<file path="config.mk">
export PLATFORM = sky130hd
export DESIGN_NAME = external_interrupt_controller
export DESIGN_NICKNAME = d
export VERILOG_FILES = /design/src/rtl/eic_pkg.sv /design/src/rtl/external_interrupt_controller.sv /design/src/rtl/eic_lane.sv /design/src/rtl/eic_merge.sv
export SDC_FILE = /design/constraint.sdc
export NUM_CORES = 1
export LEC_CHECK = 0
export CORE_MARGIN = 10
export CORE_UTILIZATION = 45
export CTS_CLUSTER_DIAMETER = 120
export DETAILED_ROUTE_END_ITERATION = 7
export DONT_BUFFER_PORTS = 1
export HOLD_SLACK_MARGIN = 0.05
export PLACE_DENSITY_LB_ADDON = 0.3
export SKIP_CTS_REPAIR_TIMING = 1
export SYNTH_ARGS = -nofsm -noshare
export SYNTH_HDL_FRONTEND = slang
export SYNTH_HIERARCHICAL = 1
export SYNTH_SLANG_ARGS = --single-unit
</file>
<file path="constraint.sdc">
create_clock -name clk -period 10.35 [get_ports clk]
set_input_delay 1.035 -clock clk [delete_from_list [all_inputs] [get_ports clk]]
set_output_delay 1.035 -clock clk [all_outputs]
set_load 0.02 [all_outputs]
</file>
<file path="src/rtl/eic_pkg.sv">
// Package for the external interrupt controller: codes, item types and lane control types.
`timescale 1ns / 1ps

package eic_pkg;

  localparam int WORD_W = 16;

  typedef enum logic [1:0] {
    OP_TICK  = 2'd0,
    OP_READ  = 2'd1,
    OP_WRITE = 2'd2,
    OP_NOP   = 2'd3
  } op_t;

  typedef enum logic [1:0] {
    SEL_STATUS   = 2'd0,
    SEL_MASK     = 2'd1,
    SEL_POLARITY = 2'd2,
    SEL_TYPE     = 2'd3
  } sel_t;

  typedef enum logic {
    CFG_LINE_PRESENT     = 1'b0,
    CFG_LEVEL_HIGH_ONLY  = 1'b1
  } cfg_idx_t;

  localparam logic [WORD_W-1:0] PRESENT_RESET    = 16'hDEF8;
  localparam logic [WORD_W-1:0] HIGH_ONLY_RESET  = 16'hD000;

  typedef struct packed {
    logic [1:0]        op;
    logic [1:0]        reg_sel;
    logic [WORD_W-1:0] write_data;
    logic [WORD_W-1:0] pin_levels;
  } in_item_t;

  typedef struct packed {
    logic [WORD_W-1:0] read_data;
    logic              irq_request_n;
  } out_item_t;

  typedef struct packed {
    logic tick;
    logic wr_status;
    logic wr_mask;
    logic wr_polarity;
    logic wr_type;
  } lane_ctrl_t;

  typedef struct packed {
    logic pending;
    logic enable;
    logic polarity;
    logic edge_mode;
    logic pending_nxt;
    logic enable_nxt;
  } lane_stat_t;

endpackage

</file>
<file path="src/rtl/external_interrupt_controller.sv">
// Top level of the external interrupt controller: lanes, merge and output register.
//
// Usage:
//   Input channel in_valid/in_stall/in_item carries one bus operation per item:
//   a tick that samples the pins, a register read or a register write
//   (pending status with write-one-to-clear, mask, polarity, detect type).
//   Output channel out_valid/out_stall/out_item returns one item per input item:
//   the read data (zero unless a read) and the active-low request after the
//   update that the item made.
//   out_valid rises in the cycle after acceptance. Throughput is one item
//   per cycle while the receiver does not stall; one lane per line updates all
//   lines in the same cycle and the merge stage feeds a single output register.
//   While the receiver stalls and a result is held, in_stall is high and the
//   held item stays unchanged; a new item is taken in the cycle the held one
//   leaves.
//   cfg_we/cfg_index/cfg_wdata write the line-present and level-high-only
//   masks; the user must write them only while the block is idle, as the block itself does not enforce this.
//   Synchronous reset clears all line state, empties the output register and
//   restores the configuration masks to their reset values.
`timescale 1ns / 1ps

module external_interrupt_controller #(
  parameter int LINE_COUNT = 16
) (
  input  logic                         clk,
  input  logic                         rst_n,
  input  logic                         in_valid,
  output logic                         in_stall,
  input  eic_pkg::in_item_t            in_item,
  output logic                         out_valid,
  input  logic                         out_stall,
  output eic_pkg::out_item_t           out_item,
  input  logic                         cfg_we,
  input  logic                         cfg_index,
  input  logic [eic_pkg::WORD_W-1:0]   cfg_wdata
);

  localparam int LANES = (LINE_COUNT < eic_pkg::WORD_W) ? LINE_COUNT : eic_pkg::WORD_W;

  logic [eic_pkg::WORD_W-1:0] present_r, present_nxt;
  logic [eic_pkg::WORD_W-1:0] high_only_r, high_only_nxt;
  logic                       out_valid_r, out_valid_nxt;
  eic_pkg::out_item_t         out_item_r;
  eic_pkg::out_item_t         merged;
  logic                       in_fire;
  eic_pkg::lane_ctrl_t        ctrl;
  eic_pkg::lane_stat_t        lane_stat [LANES];

  assign in_stall = out_valid_r & out_stall;
  assign in_fire  = in_valid & ~in_stall;

  always_comb begin
    ctrl = '0;
    if (in_fire) begin
      ctrl.tick = (eic_pkg::op_t'(in_item.op) == eic_pkg::OP_TICK);
      if (eic_pkg::op_t'(in_item.op) == eic_pkg::OP_WRITE) begin
        ctrl.wr_status   = (eic_pkg::sel_t'(in_item.reg_sel) == eic_pkg::SEL_STATUS);
        ctrl.wr_mask     = (eic_pkg::sel_t'(in_item.reg_sel) == eic_pkg::SEL_MASK);
        ctrl.wr_polarity = (eic_pkg::sel_t'(in_item.reg_sel) == eic_pkg::SEL_POLARITY);
        ctrl.wr_type     = (eic_pkg::sel_t'(in_item.reg_sel) == eic_pkg::SEL_TYPE);
      end
    end
  end

  for (genvar g = 0; g < LANES; g++) begin : g_lane
    eic_lane u_lane (
      .clk       (clk),
      .rst_n     (rst_n),
      .ctrl      (ctrl),
      .write_bit (in_item.write_data[g]),
      .pin       (in_item.pin_levels[g]),
      .present   (present_r[g]),
      .high_only (high_only_r[g]),
      .stat      (lane_stat[g])
    );
  end

  eic_merge #(
    .LANES (LANES)
  ) u_merge (
    .stat          (lane_stat),
    .op            (in_item.op),
    .reg_sel       (in_item.reg_sel),
    .present       (present_r[LANES-1:0]),
    .read_data     (merged.read_data),
    .irq_request_n (merged.irq_request_n)
  );

  always_comb begin
    present_nxt   = present_r;
    high_only_nxt = high_only_r;
    if (cfg_we) begin
      unique case (eic_pkg::cfg_idx_t'(cfg_index))
        eic_pkg::CFG_LINE_PRESENT:    present_nxt   = cfg_wdata;
        eic_pkg::CFG_LEVEL_HIGH_ONLY: high_only_nxt = cfg_wdata;
        default: ;
      endcase
    end
    out_valid_nxt = out_valid_r;
    if (in_fire) begin
      out_valid_nxt = 1'b1;
    end else if (!out_stall) begin
      out_valid_nxt = 1'b0;
    end
  end

  always_ff @(posedge clk) begin
    if (!rst_n) begin
      present_r   <= eic_pkg::PRESENT_RESET;
      high_only_r <= eic_pkg::HIGH_ONLY_RESET;
      out_valid_r <= 1'b0;
    end else begin
      present_r   <= present_nxt;
      high_only_r <= high_only_nxt;
      out_valid_r <= out_valid_nxt;
    end
  end

  always_ff @(posedge clk) begin
    if (in_fire) begin
      out_item_r <= merged;
    end
  end

  assign out_valid = out_valid_r;
  assign out_item  = out_item_r;

`ifndef SYNTHESIS
  a_fire_gives_result: assert property (@(posedge clk) disable iff (!rst_n)
    in_fire |=> out_valid)
    else $error("accepted item produced no result");

  a_nonread_zero: assert property (@(posedge clk) disable iff (!rst_n)
    (in_fire && in_item.op != eic_pkg::OP_READ) |=> (out_item.read_data == '0))
    else $error("read data nonzero for a non-read item");

  a_clear_all_drops_irq: assert property (@(posedge clk) disable iff (!rst_n)
    (in_fire && in_item.op == eic_pkg::OP_WRITE && in_item.reg_sel == eic_pkg::SEL_STATUS
     && in_item.write_data == 16'hFFFF) |=> out_item.irq_request_n)
    else $error("request still active after clearing all pending bits");

  a_reset_empties: assert property (@(posedge clk)
    !rst_n |=> !out_valid)
    else $error("output valid right after reset");
`endif

endmodule

</file>
<file path="src/rtl/eic_lane.sv">
// One interrupt line: detection, pending latch and per-line register bits.
`timescale 1ns / 1ps

module eic_lane (
  input  logic               clk,
  input  logic               rst_n,
  input  eic_pkg::lane_ctrl_t ctrl,
  input  logic               write_bit,
  input  logic               pin,
  input  logic               present,
  input  logic               high_only,
  output eic_pkg::lane_stat_t stat
);

  logic pending_r, pending_nxt;
  logic enable_r, enable_nxt;
  logic polarity_r, polarity_nxt;
  logic edge_r, edge_nxt;
  logic prev_pin_r, prev_pin_nxt;
  logic pol_eff, edge_eff, at_level, changed, hit;

  always_comb begin
    pol_eff  = polarity_r | high_only;
    edge_eff = edge_r & ~high_only;
    at_level = ~(pin ^ pol_eff);
    changed  = pin ^ prev_pin_r;
    hit      = edge_eff ? (changed & at_level) : at_level;

    pending_nxt  = pending_r;
    enable_nxt   = enable_r;
    polarity_nxt = polarity_r;
    edge_nxt     = edge_r;
    prev_pin_nxt = prev_pin_r;
    if (ctrl.tick) begin
      pending_nxt  = pending_r | (hit & present);
      prev_pin_nxt = pin;
    end
    if (ctrl.wr_status) begin
      pending_nxt = pending_r & ~write_bit;
    end
    if (ctrl.wr_mask) begin
      enable_nxt = write_bit & present;
    end
    if (ctrl.wr_polarity) begin
      polarity_nxt = write_bit & present;
    end
    if (ctrl.wr_type) begin
      edge_nxt = write_bit & present;
    end
  end

  always_ff @(posedge clk) begin
    if (!rst_n) begin
      pending_r  <= 1'b0;
      enable_r   <= 1'b0;
      polarity_r <= 1'b0;
      edge_r     <= 1'b0;
      prev_pin_r <= 1'b0;
    end else begin
      pending_r  <= pending_nxt;
      enable_r   <= enable_nxt;
      polarity_r <= polarity_nxt;
      edge_r     <= edge_nxt;
      prev_pin_r <= prev_pin_nxt;
    end
  end

  assign stat = '{pending:     pending_r,
                  enable:      enable_r,
                  polarity:    polarity_r,
                  edge_mode:   edge_r,
                  pending_nxt: pending_nxt,
                  enable_nxt:  enable_nxt};

endmodule

</file>
<file path="src/rtl/eic_merge.sv">
// Merge of lane results into read data and the active-low request.
`timescale 1ns / 1ps

module eic_merge #(
  parameter int LANES = 16
) (
  input  eic_pkg::lane_stat_t          stat [LANES],
  input  logic [1:0]                   op,
  input  logic [1:0]                   reg_sel,
  input  logic [LANES-1:0]             present,
  output logic [eic_pkg::WORD_W-1:0]   read_data,
  output logic                         irq_request_n
);

  logic [LANES-1:0] sel_bits;
  logic [LANES-1:0] req_bits;

  always_comb begin
    for (int i = 0; i < LANES; i++) begin
      unique case (eic_pkg::sel_t'(reg_sel))
        eic_pkg::SEL_STATUS:   sel_bits[i] = stat[i].pending;
        eic_pkg::SEL_MASK:     sel_bits[i] = stat[i].enable;
        eic_pkg::SEL_POLARITY: sel_bits[i] = stat[i].polarity;
        eic_pkg::SEL_TYPE:     sel_bits[i] = stat[i].edge_mode;
        default:               sel_bits[i] = 1'b0;
      endcase
      req_bits[i] = stat[i].pending_nxt & stat[i].enable_nxt & present[i];
    end
    read_data = '0;
    if (eic_pkg::op_t'(op) == eic_pkg::OP_READ) begin
      read_data[LANES-1:0] = sel_bits & present;
    end
    irq_request_n = ~(|req_bits);
  end

endmodule

</file>
Yosys cells after proc, flatten, opt, wreduce, memory -nomap -nowiden
Index checks and enable logic that the tools add are counted.
{ "totals": {"reg_bits": 130, "input_bits": 58} }
{ "op_classes": {"eq_ne": 6, "n_mux": 84, "n_bitwise": 230, "reduce_logical": 5} }
{ "op_table": {"columns": ["operator", "n"], "rows": [
  ["$and A1 B1 Y1", 114],
  ["$mux W1", 66],
  ["$pmux W1 S4", 16],
  ["$not A1 Y1", 51],
  ["$or A1 B1 Y1", 32],
  ["$xor A1 B1 Y1", 32],
  ["$and A16 B16 Y16", 1],
  ["$reduce_or A16 Y1", 1],
  ["$eq A2 B2 Y1 const B", 3],
  ["$mux W5", 1],
  ["$eq A2 B1 Y1 const B", 2],
  ["$logic_not A2 Y1", 2],
  ["$mux W4", 1],
  ["$reduce_and A2 Y1", 2],
  ["$ne A2 B1 Y1 const B", 1]
]} }

Logic depth before layout (Yosys ltp)
Gate-level depths: netlist of the first run.
{ "logic_depth": {"ltp_word": 13, "mapped_depth": 10} }

Modules after synthesis
Netlist of the first run, hierarchy kept.
{ "by_module_without_submodules": {"columns": ["mod", "n_inst", "cells_per_inst", "area_per_inst_um2", "seq_area_each_um2"], "rows": [
  ["eic_lane", 16, 35, 304.0, 100.1],
  ["external_interrupt_controller", 1, 168, 1949.4, 1171.1],
  ["eic_merge", 1, 112, 748.2, 0.0]
]} }

Least setup slack after synthesis of the first run
OpenSTA, ideal clock, no wires.
{ "synth_timing": {"path_kind": "input to register", "startpoint": "in in_valid", "endpoint": "reg out_item_r (netlist bit out_item[0]) (data pin)", "setup_time_ps": 176, "t_arrival_ps": 5423, "setup_slack_ps": 4751, "cell_stages": 9, "path_buffers": 1, "path_cell_list": "a21bo_2 -> nor4_1 -> nand2_1 -> nand2_1 -> o21ai_1 -> buf_4 -> nand3_1 -> nand4_1 -> nor4_1"} }
{ "synth_lines": {"columns": ["element", "line", "rtl"], "rows": [
  ["start, declared", "external_interrupt_controller.sv:27", "input logic in_valid,"],
  ["end signal, assigned", "external_interrupt_controller.sv:121", "out_item_r <= merged;"],
  ["end, declared", "external_interrupt_controller.sv:43", "eic_pkg::out_item_t out_item_r;"]
]} }

==> results of run 1 <==
## power groups by stage
stage	sequential [W]	clock, W	combinational (W)
3_5_place_dp	0.000558	0	0.0000774
6_report	0.000547	0.000597	0.0000777
4_1_cts	0.000547	0.000607	0.0000781
3_3_place_gp	0.000558	0	0.0000769
5_1_grt	0.000549	0.000628	0.0000858
2_1_floorplan	0.000553	0	0.0000834
## registers in the layout, indices dropped and copies added (netlist names)
| signal | count |
|---|---|
| g_lane.u_lane/prev_pin_r | 16 |
| out_valid | 1 |
| high_only_r | 16 |
| g_lane.u_lane/pending_r | 16 |
| g_lane.u_lane/polarity_r | 16 |
| g_lane.u_lane/enable_r | 16 |
| g_lane.u_lane/edge_r | 16 |
| present_r | 16 |
| out_item | 17 |
## placed cells by master (no fill, tap or decap), types with 2 or more instances in the layout
master	synthesis	final
and2_4	33	33
a21oi_1	16	16
o21ai_2	7	7
nor2b_1	17	17
nand3b_1	10	10
clkbuf_8	0	3
nor4_2	0	2
dfxtp_1	113	113
nor2_1	48	48
nand2b_1	2	2
o21ai_0	16	16
clkinv_2	0	6
inv_1	47	47
o211ai_1	10	10
mux2i_1	74	74
nor4b_4	0	2
o211ai_2	3	3
o21ai_1	33	33
nor3b_2	16	16
mux2_4	16	16
edfxtp_1	17	17
nand3_1	19	19
and2_1	17	17
nand4_1	12	12
nand2_1	104	104
a21boi_1	16	16
clkbuf_16	0	21
a211oi_1	32	32
a31oi_1	17	17
nor3_2	16	17
buf_4	99	7
## per-layer routing
metal | vias to the layer above | routed length (um) | GRT usage | part of all wire
li1 | 2630 | - | - | -
met3 | 13 | 1370 | 0.0571 | 0.075
met5 | - | 0 | 0 | 0
met1 | 2515 | 8500 | 0.213 | 0.47
met2 | 120 | 8140 | 0.249 | 0.45
met4 | 0 | 136 | 0.0407 | 0.0075
## worst max-delay path by stage
stage / slack [ns] / end / cells after the start / startpoint
2_1_floorplan: 4.75 / out_item[0] / 9 / in_valid
3_3_place_gp: 7.34 / out_item[0] / 7 / in_valid
3_5_place_dp: 7.30 / out_item[0] / 7 / in_valid
4_1_cts: 7.73 / out_item[0] / 7 / in_valid
5_1_grt: 7.62 / out_item[0] / 10 / in_valid
6_report: 7.72 / out_item[0] / 10 / in_valid
## cell families after synthesis
| family | count (synthesis) | synth area share |
|---|---|---|
| AO/OA/AOI/OAI | 152 | 0.130 |
| buffers and inverters | 166 | 0.140 |
| flip-flops | 130 | 0.367 |
| multiplexers | 90 | 0.130 |
| AND/OR/NAND/NOR | 302 | 0.233 |
## through the flow
| step | instance area, um^2 | setup slack, ns | hold WS [ns] |
|---|---|---|---|
| floorplan | 7560 | 4.75 | 0.462 |
| global placement | 7040 | 7.34 | 0.481 |
| detailed placement | 7040 | 7.30 | 0.490 |
| CTS | 7650 | 7.73 | 0.500 |
| global route | 7650 | 7.62 | 0.518 |
| finish | 7650 | 7.72 | 0.501 |
## area by class of cell
cell class / instances / area, um^2
inverters: 47 / 176
fillers: 1608 / 8880
clock inverters: 7 / 38.8
multi-input cells: 544 / 3760
clock buffers: 24 / 567
flip-flops and latches: 130 / 2770
well taps: 220 / 275
repair buffers: 7 / 52.6
## worst reg2reg max path, cell delays in order (launching register included)
cell and delay, ns:
dfxtp_1 0.39, a21bo_2 0.30, nor3_2 0.11, buf_4 0.48, nand2_1 0.15, nor3_2 0.13
o21ai_1 0.11, o21ai_1 0.16, nand3_1 0.10, nand4_1 0.14, nor4_1 0.07
==> impl_metrics.yaml, run 1 <==
run_status:
  outcome: "finished clean"
critical_path:
  cp-end-kind: "flip-flop"
  r2r_end: "out_item[0]"
  critical-path-slowest-cell: "buf_4"
  r2r-start: "out_valid"
  cp_data_arrival_time_ns: 2.79
  worstPathCellList: "a21bo_2, nor3_2, buf_4, nand2_1, nor3_2, o21ai_1, o21ai_1, nand3_1, nand4_1, nor4_1"
  path_delay_family: "simple AND/OR/NAND/NOR gates"
  reg2reg_depth: 10
  r2r_slack_ns: 7.93
  critical_path.max_stage_delay_ns: 0.48
  worstSetupPathType: "input pin to flip-flop"
  cp.required_ns: 10.51
  crit_buf_inv: 1
  worstSetupStartpointType: "input pin"
  worstPathMaxFanout: 32
timing:
  finalCritPeriodShare: 0.254
  final-setup-viol-count: 0
  rsz0062_at_grt: "no"
  slew_viol_final: 0
  hold_violations: 0
  worstMarginPinSlew_ns: 1.02
  fin_tns_setup_ns: 0
  fin_skew_ns: 0.00745
  finalCriticalPeriod_ns: 2.63
  fmax_mhz: 381
  slew_headroom: 0.319
placed_design:
  dp.cells: 948
  gp_congestion: 0.825
  dp_hpwl_um: 12100
  port_buffers: 0
die:
  io_pins: 77
  rows: 47
  die_h_um: 150
  dieArea_um2: 22400
  core_um2: 16500
  die_x_um: 150
  start_util: 0.458
drt:
  drt-vias-per-instance: 5.39
  vias: 5278
  drtPass1Iterations: 4
  route.detailed.drc: 0
  detail-route-antenna-nets: 0
  routed_wl_um: 18100
  drtIter0Drc: 327
  wl_per_cell_um: 18.5
synthesis:
  syn_avg_cell_area_um2: 9.00
  yosysSeqAreaShare: 0.367
  syn-instance-count: 840
  yosys-top-cells-count: "dfxtp_1 (113), nand2_1 (104), buf_4 (99), mux2i_1 (74), nor2_1 (48)"
  synth_top_area_share: 0.299
  synthesis.nets: 898
  yosys.area.top_type: "dfxtp_1"
  netlist_area_um2: 7560
  synth_most_common_cell: "dfxtp_1"
  synth_cell_type_count: 38
  synthTopCellsByArea: "dfxtp_1 (30%), buf_4 (9.8%), mux2i_1 (9.8%)"
  synth-edff-count: 17
  yosysWarnings: 6
  ys.flop_type: "dfxtp_1"
  ys_ff_latch: 130
  synthArstFlopShare: 0
power_and_ir_drop:
  clock_power_share: 0.488
  p_sw_w: 0.000278
  combPwrFrac: 0.064
  ir_drop_mv: 0.109
  internal_power_w: 0.000943
  p_seq_frac: 0.448
  p_leak_nw: 2.85
  p_sw_frac: 0.228
  powerDensity_nw_per_um2: 160
  finalPower_w: 0.00122
final_layout:
  fin_util: 0.463
  syn2layout_area_growth_pct: 1.13
  final_nets: 805
  drive_gt1_frac: 0.179
  antenna_cells: 0
  final_cells: 979
global_routing:
  grt_overflow: 0
  grt_pass1_vias: 4996
  grtUsageTotal: 0.163
  antenna_found_initial: 0
  grt_max_degree: 80
  grt_first_pass_wirelength_um: 28400
clocking:
  clk_latency_ns: 0.41
  path_clk_slew_ns: 0.06
  cts.path.max_buffers: 2
  cts_max_level: 4
  root_buffer: "clkbuf_16"
  cts.sinks: 130
  cts_tree: "done"
  cts_buffers: 17
worst_hold_path:
  hp-class: "flip-flop to flip-flop"
  min_path_cells: 2
  hold_path_startpoint: "g_lane[10].u_lane/pending_r"
  hold_end: "g_lane[10].u_lane/pending_r"
run:
  drv_cap: 0
(Power assumes the default switching activity.)
==> run 2: changes to the inputs <==
Clock period 10.35 ns to 2.2 ns, I/O delays scaled along.
==> run 2 against run 1 <==
Against the previous run: non-clock buffer count grew 74; die area stayed put; count of clock-buffer cells in the layout up 2; cell count increased by 7.7%; hold slack got worse by 0.48 ns; register-to-register slack lost 7.9 ns; sequential power grew to 4.7 times the previous value; critical path depth did not move; routed wire length up 14%.
==> impl_metrics.yaml, run 2 (synthesis gave the netlist of run 1 again) <==
critical_path:
  crit_top_cell: "o21ai_1"
  worstPathMaxFanout: 8
  critical_path.max_stage_delay_ns: 0.37
  worstSetupStartpointType: "flip-flop"
  worstSetupPathType: "flip-flop to flip-flop"
  cp.required_ns: 2.45
  critPathLaunch: "out_valid"
  crit_end: "out_item[0]"
  worstPathCellList: "a21bo_4, nor4_4, buf_4, buf_12, nor3_2, o21ai_1, o21ai_1, nand3_1, nand4_1, nor4_1"
  cp-end-kind: "flip-flop"
  r2r-start: "out_valid"
  r2r_end: "out_item[0]"
  reg2reg_depth: 10
  r2r_slack_ns: 0.02
  cp_data_arrival_time_ns: 2.43
  critical-path-slowest-cell: "nor4_4"
drt:
  drtIter0Drc: 404
  wl_per_cell_um: 19.6
  drt-vias-per-instance: 5.45
  routed_wl_um: 20700
  detail-route-antenna-nets: 0
  route.detailed.drc: 0
  drtPass1Iterations: 5
  vias: 5743
final_layout:
  final_nets: 879
  largest_reg_flops: 17
  syn2layout_area_growth_pct: 11.3
  antenna_cells: 0
  final_common_cell: "dfxtp_1"
  multiInputGateArea_um2: 3840
  seq_area_um2: 2780
  fill_cells: 1515
  fin_util: 0.509
  layout_common_cells: "dfxtp_1 (112), nand2_1 (96), mux2i_1 (74)"
  drive_gt1_frac: 0.197
timing:
  fmax_mhz: 458
  fin_ws_ns: 0.0166
  fin_skew_ns: 0.0134
  slew_headroom: 0.371
  final-setup-viol-count: 0
  slew_viol_final: 0
  worstMarginPinSlew_ns: 0.941
  finalCriticalPeriod_ns: 2.18
  rsz0062_at_grt: "yes"
  finalCritPeriodShare: 0.992
  whs_ns: 0.0180
  hold_violations: 0
power_and_ir_drop:
  p_sw_w: 0.00137
  clock_power_share: 0.447
  p_seq_frac: 0.457
  powerDensity_nw_per_um2: 669
  combPwrFrac: 0.096
  p_sw_frac: 0.243
  p_leak_nw: 3.11
  internal_power_w: 0.00426
  finalPower_w: 0.00563
  ir_drop_mv: 0.421
die:
  core_um2: 16500
  start_util: 0.458
  die_h_um: 150
  dieArea_um2: 22400
  die_x_um: 150
  io_pins: 77
  rows: 47
clocking:
  cts.sinks: 130
  cts_tree: "done"
  cts.path.max_buffers: 2
  clk_latency_ns: 0.42
  path_clk_slew_ns: 0.06
  root_buffer: "clkbuf_16"
  cts_max_level: 4
  cts_buffers: 17
global_routing:
  grt_overflow: 0
  grt_max_degree: 80
  grtUsageTotal: 0.165
  grt_pass1_vias: 4955
  antenna_found_initial: 0
  grt_first_pass_wirelength_um: 28700
run_status:
  outcome: "finished clean"
placed_design:
  gp_congestion: 0.861
  dp_hpwl_um: 12700
  port_buffers: 0
  place_ws_ns: -0.00118
worst_hold_path:
  hp-class: "input pin to flip-flop"
run:
  drv_cap: 0
==> run 2: cell types whose count changed in the layout (fill, tap and decap cells not counted), sizes merged <==
| cell | before | now |
|---|---|---|
| clkinvlp | 0 | 1 |
| clkbuf | 24 | 28 |
| dlygate4sd3 | 0 | 55 |
| buf | 7 | 24 |
| clkinv | 7 | 5 |
==> run 2: power groups by stage <==
| stage | sequential [W] | combinational [W] | clock [W] |
|---|---|---|---|
| 2_1_floorplan | 0.00260 | 0.000397 | 0 |
| 3_3_place_gp | 0.00262 | 0.000387 | 0 |
| 3_5_place_dp | 0.00262 | 0.000388 | 0 |
| 4_1_cts | 0.00257 | 0.000390 | 0.00257 |
| 5_1_grt | 0.00258 | 0.000585 | 0.00267 |
| 6_report | 0.00257 | 0.000543 | 0.00252 |
==> run 2: how the worst min path moves through the flow <==
stage | startpoint | endpoint | slack [ns] | cells past startpoint
2_1_floorplan | in_valid | out_valid | 0.34 | 1
3_3_place_gp | rst_n | high_only_r[14] | 0.30 | 1
3_5_place_dp | rst_n | high_only_r[14] | 0.30 | 1
4_1_cts | rst_n | high_only_r[14] | -0.13 | 1
5_1_grt | in_item[30] | g_lane[14].u_lane/pending_r | 0.05 | 3
6_report | in_item[14] | g_lane[14].u_lane/pending_r | 0.02 | 2
==> run 2: routing by layer <==
layer,part of all wire,wire length (um),global-route usage,vias to the layer above
li1,-,-,-,2793
met1,0.44,9040,0.206,2752
met2,0.48,9820,0.261,179
met3,0.073,1510,0.0516,19
met4,0.014,293,0.0594,0
met5,0,0,0,-
==> run 2: worst max-delay path, delay by kind of cell, from the launching register on <==
family                 cells  cell delay (ns)
AO/OA/AOI/OAI              3             0.44
buffers and inverters      2             0.37
flip-flops                 1             0.34
AND/OR/NAND/NOR            5             0.87
==> run 2: layout make-up <==
cell class,count,area share
tap,220,0.0327
multi-input combinational,544,0.457
timing repair buffer,81,0.0979
sequential,130,0.330
clock inverter,6,0.00386
clock buffer,26,0.0581
inverter,47,0.0210
==> run 2: through the flow <==
stage | area, um^2 | setup TNS [ns] | std cells
floorplan | 7630 | -11.58 | 840
global placement | 7200 | 0 | 959
detailed placement | 7200 | -0.00118 | 959
CTS | 7720 | 0 | 991
global route | 8420 | -0.0978 | 1054
finish | 8420 | 0 | 1054
